`config.mk`:
```
export PLATFORM = sky130hd
export DESIGN_NAME = tun_div_cell
export DESIGN_NICKNAME = d
export VERILOG_FILES = /design/src/rtl/triangle_unit_normal_top_assert.svh /design/src/rtl/tun_pkg.sv /design/src/rtl/tun_div_cell.sv
export SDC_FILE = /design/constraint.sdc
export NUM_CORES = 1
export LEC_CHECK = 0
export ABC_AREA = 1
export BUFFER_PORTS_ARGS = -buffer_cell sky130_fd_sc_hd__buf_4
export CAP_MARGIN = 20
export CORE_MARGIN = 2
export CORE_UTILIZATION = 30
export DETAILED_ROUTE_END_ITERATION = 12
export GPL_TIMING_DRIVEN = 1
export PLACE_DENSITY = 0.6
export SETUP_SLACK_MARGIN = 0.15
export SYNTH_ARGS = -nofsm -noshare
export SYNTH_HDL_FRONTEND = slang
export SYNTH_SLANG_ARGS = --single-unit
```
`constraint.sdc`:
```
create_clock -name clk_i -period 0.8 [get_ports clk_i]
set_input_delay 0.04 -clock clk_i [delete_from_list [all_inputs] [get_ports clk_i]]
set_output_delay 0.04 -clock clk_i [all_outputs]
set_load 0.02 [all_outputs]
```
`src/rtl/triangle_unit_normal_top_assert.svh`:
```
// Assertion macros for the triangle unit normal block
`ifndef TRIANGLE_UNIT_NORMAL_TOP_ASSERT_SVH
`define TRIANGLE_UNIT_NORMAL_TOP_ASSERT_SVH

// Clocked check, idle during reset
`define TUN_ASSERT(name, prop) \
  name: assert property (@(posedge clk_i) disable iff (!rst_ni) (prop)) \
    else $error("tun assertion failed");

// Clocked check, also active during reset
`define TUN_ASSERT_ALWAYS(name, prop) \
  name: assert property (@(posedge clk_i) (prop)) \
    else $error("tun assertion failed");

`endif

```
`src/rtl/tun_pkg.sv`:
```
// Shared constants and types of the triangle unit normal block
package tun_pkg;
  localparam int COORD_BITS_DEF  = 32;
  localparam int NORMAL_BITS_DEF = 16;
  localparam int M_W    = 30;
  localparam int SUM_W  = 2 * M_W + 2;
  localparam int ROOT_W = M_W + 1;
  localparam int REM_W  = ROOT_W + 2;
  localparam int DEN_W  = ROOT_W + 1;

  typedef struct packed {
    logic       vld;
    logic       deg;
    logic [2:0] neg;
  } ctl_t;
endpackage

```
`src/rtl/tun_div_cell.sv`:
```
// One quotient bit of the three-lane restoring divider
module tun_div_cell #(
  parameter int FRAC = 14,
  parameter int STEP = 0
) (
  input  logic                                      clk_i,
  input  logic                                      rst_ni,
  input  logic                                      en_i,
  input  tun_pkg::ctl_t                             ctl_i,
  input  logic [2:0][tun_pkg::M_W+FRAC+1:0]         num_i,
  input  logic [tun_pkg::DEN_W-1:0]                 den_i,
  input  logic [2:0][tun_pkg::REM_W-1:0]            rem_i,
  input  logic [2:0][FRAC:0]                        quo_i,
  output tun_pkg::ctl_t                             ctl_o,
  output logic [2:0][tun_pkg::M_W+FRAC+1:0]         num_o,
  output logic [tun_pkg::DEN_W-1:0]                 den_o,
  output logic [2:0][tun_pkg::REM_W-1:0]            rem_o,
  output logic [2:0][FRAC:0]                        quo_o
);
  import tun_pkg::*;

  logic [2:0][REM_W-1:0] acc, rem_d;
  logic [2:0]            ge;

  always_comb begin
    for (int j = 0; j < 3; j++) begin
      acc[j]   = {rem_i[j][REM_W-2:0], num_i[j][FRAC-STEP]};
      ge[j]    = (acc[j] >= {1'b0, den_i});
      rem_d[j] = ge[j] ? acc[j] - {1'b0, den_i} : acc[j];
    end
  end

  always_ff @(posedge clk_i or negedge rst_ni) begin
    if (!rst_ni) begin
      ctl_o <= '0;
    end else if (en_i) begin
      ctl_o <= ctl_i;
    end
  end

  always_ff @(posedge clk_i) begin
    if (en_i) begin
      num_o <= num_i;
      den_o <= den_i;
      rem_o <= rem_d;
      for (int j = 0; j < 3; j++) begin
        quo_o[j] <= {quo_i[j][FRAC-1:0], ge[j]};
      end
    end
  end
endmodule

```
==> impl_metrics.csv <==
group,metric,value,unit
status,outcome,"finished, violations left",
status,failed_checks,"negative hold slack, negative setup slack",
sta,clock_skew,0,ps
setup_path,endpoint_kind,"flip-flop",
run,maxCapViolations,0,
floorplan,die-area,0.0664,sq mm
placement,hpwl,67.2,mm
synthesis,ys_ff_latch,319,
synthesis,yosysSeqAreaShare,0.495,
sta,setup_viol,423,
clock_network,cts.htree.levels,2,
sta,slew_violations,0,
synthesis,synth_nets,2782,
detailed_routing,drtIter0Drc,1272,
sta,slew_headroom,0.766,
floorplan,die_y,258,microns
pwr,leakage,0.0176,uW
final_layout,design_area,0.0358,sq mm
synthesis,ys.flop_type,"edfxtp_1",
sta,finalHoldViolCount,24,
sta,max_freq,615,MHz
setup_path,r2r_slack,-10,ps
setup_path,crit_fanout,7,
synthesis,synth_commonest_cells,"938 x nand2_1, 437 x inv_1, 314 x edfxtp_1, 117 x nand3_1, 108 x nor2_1",
setup_path,crit_type,"in2reg",
detailed_routing,route.detailed.drc,0,
sta,fin_crit_sh,2.03,
pwr,ir_worst_vdd,1.38,mV
global_route,antenna_found_initial,7,
setup_path,startpoint,"den_i[13]",
setup_path,path_buf_inv,5,
global_route,grt_max_degree,55,
clock_network,path_clk_slew,60,ps
setup_path,timing.rr.end,"ctl_o[4]",
detailed_routing,via_per_inst,4.60,
synthesis,synth.most_common_cell,"nand2_1",
placement,place.gp.congestion,0.970,
clock_network,cts_sinks,319,
sta,rsz0062_at_grt,"true",
final_layout,fin_nets,4192,
final_layout,layout.cells.non_filler,4649,
clock_network,clk_path_buf_depth,3,
clock_network,numCtsBuffers,40,
synthesis,synth_area,0.0193,sq mm
synthesis,synth_edf_count,314,
global_route,grt_pass1_wl,127,mm
setup_path,path_depth,15,
detailed_routing,drt_wl_total,90.6,mm
final_layout,drive_above_1_share,0.419,
placement,port_buffers,634,
clock_network,cts_tree,"yes",
setup_path,ff2ff_path_depth,1,
synthesis,synth.area.top_cells,"edfxtp_1 49%, nand2_1 18%, inv_1 8.5%",
sta,setup_slack,-826,ps
sta,worst_pin_slew,350,ps
global_route,grt_usage,0.254,
floorplan,std_cell_rows,92,
clock_network,insertion_delay,580,ps
hold_path,worstHoldStart,"en_i",
synthesis,yosysTopAreaCellShare,0.489,
pwr,cellPowerDensity,1690,mW/mm^2
detailed_routing,final_antenna_net_count,0,
hold_path,hp-class,"in2reg",
detailed_routing,drtPass1Iterations,5,
global_route,grt_pass1_vias,21000,
setup_path,critPathCapture,"rem_o[40]",
setup_path,cp_top_family,"buffers and inverters",
synthesis,yosys.area.top_type,"edfxtp_1",
placement,place_inst,4196,
floorplan,die_w,258,microns
synthesis,avgSynthCellArea,8.17,sq um
setup_path,r2r_start,"ctl_o[4]",
detailed_routing,vias,21400,
setup_path,path_cells,"buf_8 > clkinvlp_4 > ha_4 > nand2_2 > buf_4 > nor2_4 > nand2_2 > nor2_4 > nand2_2 > nand3_2 > nor2_4 > clkbuf_16 > clkbuf_16 > nand3_1 > nand2_1",
sta,fin_hold_ws,-85.8,ps
setup_path,cpPeakStageDelay,380,ps
floorplan,core,0.0633,sq mm
final_layout,syn2layout_area_growth,85.6,%
setup_path,crit_path_start_kind,"input port",
floorplan,start_util,0.305,
synthesis,synth_cell_types,38,
clock_network,cts_root_buf,"clkbuf_16",
floorplan,io_pins,641,
synthesis,syn_inst,2361,
setup_path,critPathArrivalTime,1950,ps
detailed_routing,routedWlPerCell,19.5,microns
synthesis,yosysWarnings,0,
synthesis,async_reset_ff_frac,0.0157,
setup_path,slowest_stage,"ha_4",
setup_path,critical_path_required,1120,ps
placement,place_area,0.0284,sq mm
sta,fin_crit,1630,ps
global_route,overflow,0,
## worst min path at each step
stage                           end  slack (ps)  cells after the start
after floorplan            ctl_o[0]        -260                      0
after global placement     ctl_o[4]        -150                      1
after detailed placement   ctl_o[4]        -150                      1
after CTS                 den_o[15]         -90                      2
after global routing      den_o[15]         -90                      2
final                     den_o[15]         -90                      2
## layout by cell type, fill, tap and decap left out, types with 42 or more instances in the layout
cell type      count
clkbuf_16         48
nand2_1          798
buf_6             92
nand4_1           73
dlygate4sd3_1    312
nand2_2          147
edfxtp_1         314
ha_4              72
nor2_1            70
inv_1            397
a21oi_1           45
xor2_1            42
nand3_1           85
buf_4            940
## flip-flops by register name, summed over array words and instances, names as in the netlist
register and cells:
num_o 138, rem_o 99, quo_o 45, den_o 32, ctl_o 5
## power breakdown
group / switching [uW] / total [uW] / leakage [uW] / internal (uW)
clock: 7580 / 18200 / 0.000630 / 10600
combinational: 11200 / 21200 / 0.0138 / 9950
sequential: 750 / 21200 / 0.00312 / 20500
## area by class of cell
cell class,count,area (sq um)
antenna,3,7.51
clock buffer,46,1030
clock inverter,25,264
fill,5509,27500
inverter,445,1740
multi-input combinational,1572,9950
sequential,319,9560
tap,846,1060
timing repair buffer,1393,12200
## repair_timing
action	CTS	global route
endpoints found under the setup margin	426	431
cloned	3	16
buffers inserted	25	23
pin swaps	27	109
endpoints found under the hold margin	356	36
hold buffers	312	1
gates resized for setup	191	316
## stage by stage
stage	util	setup TNS [ps]	setup WS, ps	power, uW
after floorplan	-	-87020	-883	29400
after global placement	0.449	-171430	-1490	38500
after detailed placement	0.449	-170430	-1480	38600
after CTS	0.539	-188700	-733	59300
after global routing	0.566	-203380	-875	63200
final	0.566	-185820	-826	60600
## cell families (layout without fill, tap and decap cells)
kind of cell	after synthesis	after routing	synth area share
AOI/OAI and AO/OA	68	68	0.0185
xor gates and xnor gates	45	45	0.0204
adders and majority gates	99	99	0.0654
buffers and inverters	478	1909	0.0991
DFF	319	319	0.495
muxes	5	5	0.00292
other	0	3	0
and+or+nand+nor	1347	1355	0.299
## metal layers
layer  GRT usage  wire length (microns)
met5           0                     20
met3      0.0393                   5050
met2       0.501                  48800
met4      0.0936                   4450
met1       0.268                  32200
(Power assumes the default switching activity.)
