$ cat config.mk
export PLATFORM = sky130hd
export DESIGN_NAME = tun_sqrt_cell
export DESIGN_NICKNAME = d
export VERILOG_FILES = /design/src/rtl/triangle_unit_normal_top_assert.svh /design/src/rtl/tun_pkg.sv /design/src/rtl/tun_sqrt_cell.sv
export SDC_FILE = /design/constraint.sdc
export NUM_CORES = 1
export LEC_CHECK = 0
export ABC_AREA = 0
export BUFFER_PORTS_ARGS = -buffer_cell sky130_fd_sc_hd__clkbuf_2
export CORE_AREA = 2 2 173 175
export CTS_CLUSTER_SIZE = 25
export DETAILED_ROUTE_END_ITERATION = 7
export DIE_AREA = 0 0 175 177
export SYNTH_ARGS = -nofsm -noshare
export SYNTH_HDL_FRONTEND = slang
export SYNTH_SLANG_ARGS = --single-unit
$ cat constraint.sdc
create_clock -name clk_i -period 0.9 [get_ports clk_i]
set_clock_uncertainty 0.15 [all_clocks]
set_input_delay 0.045 -clock clk_i [delete_from_list [all_inputs] [get_ports clk_i]]
set_output_delay 0.045 -clock clk_i [all_outputs]
set_load 0.01 [all_outputs]
$ cat src/rtl/triangle_unit_normal_top_assert.svh
// Assertion macros for the triangle unit normal block
`ifndef TRIANGLE_UNIT_NORMAL_TOP_ASSERT_SVH
`define TRIANGLE_UNIT_NORMAL_TOP_ASSERT_SVH

// Clocked check, idle during reset
`define TUN_ASSERT(name, prop) \
  name: assert property (@(posedge clk_i) disable iff (!rst_ni) (prop)) \
    else $error("tun assertion failed");

// Clocked check, also active during reset
`define TUN_ASSERT_ALWAYS(name, prop) \
  name: assert property (@(posedge clk_i) (prop)) \
    else $error("tun assertion failed");

`endif

$ cat src/rtl/tun_pkg.sv
// Shared constants and types of the triangle unit normal block
package tun_pkg;
  localparam int COORD_BITS_DEF  = 32;
  localparam int NORMAL_BITS_DEF = 16;
  localparam int M_W    = 30;
  localparam int SUM_W  = 2 * M_W + 2;
  localparam int ROOT_W = M_W + 1;
  localparam int REM_W  = ROOT_W + 2;
  localparam int DEN_W  = ROOT_W + 1;

  typedef struct packed {
    logic       vld;
    logic       deg;
    logic [2:0] neg;
  } ctl_t;
endpackage

$ cat src/rtl/tun_sqrt_cell.sv
// One bit of the pipelined integer square root
module tun_sqrt_cell #(
  parameter int STEP = 0
) (
  input  logic                            clk_i,
  input  logic                            rst_ni,
  input  logic                            en_i,
  input  tun_pkg::ctl_t                   ctl_i,
  input  logic [tun_pkg::SUM_W-1:0]       sum_i,
  input  logic [tun_pkg::REM_W-1:0]       rem_i,
  input  logic [tun_pkg::ROOT_W-1:0]      root_i,
  input  logic [2:0][tun_pkg::M_W-1:0]    m_i,
  output tun_pkg::ctl_t                   ctl_o,
  output logic [tun_pkg::SUM_W-1:0]       sum_o,
  output logic [tun_pkg::REM_W-1:0]       rem_o,
  output logic [tun_pkg::ROOT_W-1:0]      root_o,
  output logic [2:0][tun_pkg::M_W-1:0]    m_o
);
  import tun_pkg::*;

  logic [REM_W+1:0] acc, trial, diff;
  logic             ge;

  always_comb begin
    acc   = {rem_i, sum_i[SUM_W-1-2*STEP -: 2]};
    trial = {2'b00, root_i, 2'b01};
    diff  = acc - trial;
    ge    = (acc >= trial);
  end

  always_ff @(posedge clk_i or negedge rst_ni) begin
    if (!rst_ni) begin
      ctl_o <= '0;
    end else if (en_i) begin
      ctl_o <= ctl_i;
    end
  end

  always_ff @(posedge clk_i) begin
    if (en_i) begin
      sum_o  <= sum_i;
      m_o    <= m_i;
      rem_o  <= ge ? diff[REM_W-1:0] : acc[REM_W-1:0];
      root_o <= {root_i[ROOT_W-2:0], ge};
    end
  end
endmodule

==> results.json <==
{
  "root_buffer": "clkbuf_16",
  "worstPathArrival_ps": 2150,
  "maxSlewViolCount": 0,
  "async_reset_ff_frac": 0.0226,
  "worst_ep_required_time_ps": 1020,
  "grt_pass1_vias": 8785,
  "power_density_mw_per_mm2": 1720,
  "design_area_mm2": 0.0172,
  "yosys.area.top_type": "edfxtp_1",
  "place_ws_ps": -1840,
  "fmax_mhz": 492,
  "cts.sinks": 221,
  "dr.pass1.iters": 5,
  "drt-total-wl_um": 34400,
  "synthesis.nets": 869,
  "ys_top_cells_by_area": "edfxtp_1 (69%), ha_1 (4.4%), mux2_4 (2.9%)",
  "synth_top_family_by_area": "compound AO/OA/AOI/OAI gates",
  "start_kind": "input pin",
  "final_util": 0.588,
  "fin_crit_sh": 2.26,
  "die_h_um": 177,
  "timing.final.crit_period_ps": 2030,
  "areaGrowthSynthToFinish_pct": 82.5,
  "drt-vias-per-instance": 4.63,
  "cts_buffer_depth": 3,
  "synth_ff_type": "edfxtp_1",
  "numPortBuffers": 444,
  "cts_tree": "built",
  "ys_ff_latch": 221,
  "path_class": "in -> reg",
  "drcViolationCount": 0,
  "synthAdderAreaFrac": 0.0438,
  "rsz0062_at_grt": "yes",
  "numCtsBuffers": 25,
  "endpoint_kind": "flop",
  "clkLatencyLatePin_ps": 520,
  "placed_cell_area_mm2": 0.0135,
  "synth-compound-area-share": 0.0941,
  "nets": 1698,
  "grt_pass1_wl_um": 49500,
  "layout_common_cells": "clkbuf_2 (407), edfxtp_1 (216), dlygate4sd3_1 (206)",
  "synth-seq-area-share": 0.702,
  "htreeDepth": 1,
  "gp_congestion": 0.837,
  "fp.dieW_um": 175,
  "clk_pin_slew_worst_paths_ps": 60,
  "grt.overflow.total": 0,
  "io_pins": 445,
  "rrSetupSlack_ps": -150,
  "syn-instance-count": 612,
  "setup_viol": 260,
  "rows": 63,
  "post-dp-hpwl_um": 23400,
  "yosysWarnings": 0,
  "synth_mux_area_frac": 0.0461,
  "core_area_mm2": 0.0292,
  "num_vias": 8562,
  "hold_viol_final": 219,
  "hold_path.class": "in -> reg",
  "netlist_area_mm2": 0.00942,
  "ys_types": 59,
  "initial_utilization": 0.322,
  "antenna_found_initial": 4,
  "n_fill_cell": 2316,
  "fin_ws_ps": -1130,
  "synth_area_per_cell_um2": 15.4,
  "synth.top_cell.area_share": 0.689,
  "synthXorXnorAreaFrac": 0.0223,
  "grt_use_total": 0.207,
  "synth_simple_gate_area_frac": 0.0577,
  "design.die.area_mm2": 0.0310,
  "tightestPinTransition_ps": 393,
  "worst_hold_slack_ps": -299,
  "synth_edf_count": 216,
  "grt_max_degree": 46,
  "vdd_drop_max_uv": 1330,
  "drive_gt1_frac": 0.537,
  "cp_max_fo": 6,
  "final_common_cell": "clkbuf_2",
  "total_leakage_power_uw": 0.00750,
  "drtIter0Drc": 465,
  "wire_per_inst_um": 18.6,
  "violations": "negative hold slack, negative setup slack",
  "maxCapViolations": 0,
  "run_status": "finished, violations left",
  "max-slew-margin-rel": 0.736,
  "drtAntennaViolNets": 0
}
==> cells by family (layout without fill, tap and decap cells) <==
family          after synthesis  in the layout
other cells                   0              2
compound gates              127            127
mux                          33             33
buf+inv                      63            910
fa+ha+maj                    33             33
simple gates                111            111
xor+xnor                     24             24
flops                       221            221
==> Yosys cell counts (3+ instances only) <==
library cell,n
nor4_1,5
buf_12,3
o21a_1,7
o31ai_1,6
buf_2,5
a21oi_2,3
o211ai_1,10
mux2_4,18
inv_1,50
mux2i_1,4
a21oi_1,37
nand3_1,12
xnor2_1,22
a211o_1,3
nor2_1,27
edfxtp_1,216
nand4_1,6
and3_1,4
o21ai_0,20
ha_1,33
nand2b_1,6
o21bai_1,5
nand2_1,30
a21o_1,4
a2111oi_0,3
a211oi_1,4
dfrtp_1,5
nor3_1,11
mux2_2,11
a221oi_1,3
==> path summary, 6_finish.rpt <==
| path | startpoint | end | cells after the start |
|---|---|---|---|
| worst min-delay path | en_i | sum_o[31] | 1 |
| worst max-delay path | root_i[18] | rem_o[15] | 12 |
| worst max register to register | ctl_o[2] | ctl_o[2] | 2 |
| max in group asynchronous | rst_ni | ctl_o[3] | 3 |
| worst min register to register | ctl_o[1] | ctl_o[1] | 1 |
| min in group asynchronous | rst_ni | ctl_o[1] | 3 |
==> stage by stage <==
stage / std cells / setup TNS [ps] / total power [µW]
detailed placement: 1576 / -75400 / 18300
CTS: 1837 / -113850 / 29100
floorplan: 612 / -50160 / 15400
global route: 1851 / -118260 / 30600
finish: 1851 / -107700 / 29500
global placement: 1576 / -73790 / 18200
==> layer usage <==
| metal | track usage | wire length (µm) | up-vias | share of wire |
|---|---|---|---|---|
| met4 | 0.0656 | 923 | 2 | 0.027 |
| met1 | 0.231 | 12700 | 4131 | 0.37 |
| met5 | 0 | 13 | - | 0.00038 |
| met3 | 0.0434 | 2130 | 68 | 0.062 |
| li1 | - | - | 4011 | - |
| met2 | 0.391 | 18600 | 350 | 0.54 |
==> repair_timing <==
action                                 in CTS  in global routing
setup buffers                               8                 12
pin swaps                                  12                 39
setup endpoints to repair                 257                260
endpoints found under the hold margin     441                239
hold buffers                              205                  1
cloned                                      3                  1
gates resized for setup                    32                153
==> sequential cells by signal, summed over array words and instances (netlist names) <==
| name | flops |
|---|---|
| m_o | 90 |
| ctl_o | 5 |
| root_o | 31 |
| sum_o | 62 |
| rem_o | 33 |
==> critical path, cell delays in order <==
cell       delay [ps]
clkbuf_16         140
inv_12             40
ha_4              190
a211oi_4          280
o311ai_4          120
a21oi_4           240
o2111ai_4         170
a41oi_4           180
o21a_4            170
buf_12            180
inv_8              70
mux2_4            290
==> cell type report <==
class | count | area, µm² | share of cell area
inverter | 51 | 245 | 0.0143
antenna | 2 | 5.00 | 0.000291
timing repair inverter | 3 | 51.3 | 0.00298
tap | 390 | 488 | 0.0284
clock inverter | 17 | 151 | 0.00881
sequential | 221 | 6610 | 0.385
timing repair buffer | 811 | 5760 | 0.335
clock buffer | 28 | 637 | 0.0371
multi-input combinational | 328 | 3240 | 0.189
==> where the power goes <==
| part | switching (µW) | internal, µW | leakage [µW] |
|---|---|---|---|
| combinational | 3270 | 3650 | 0.00494 |
| sequential | 310 | 12400 | 0.00217 |
| clock | 4170 | 5710 | 0.000389 |
| total | 7750 | 21800 | 0.00750 |
No activity file was read; power rests on OpenSTA's default activity.
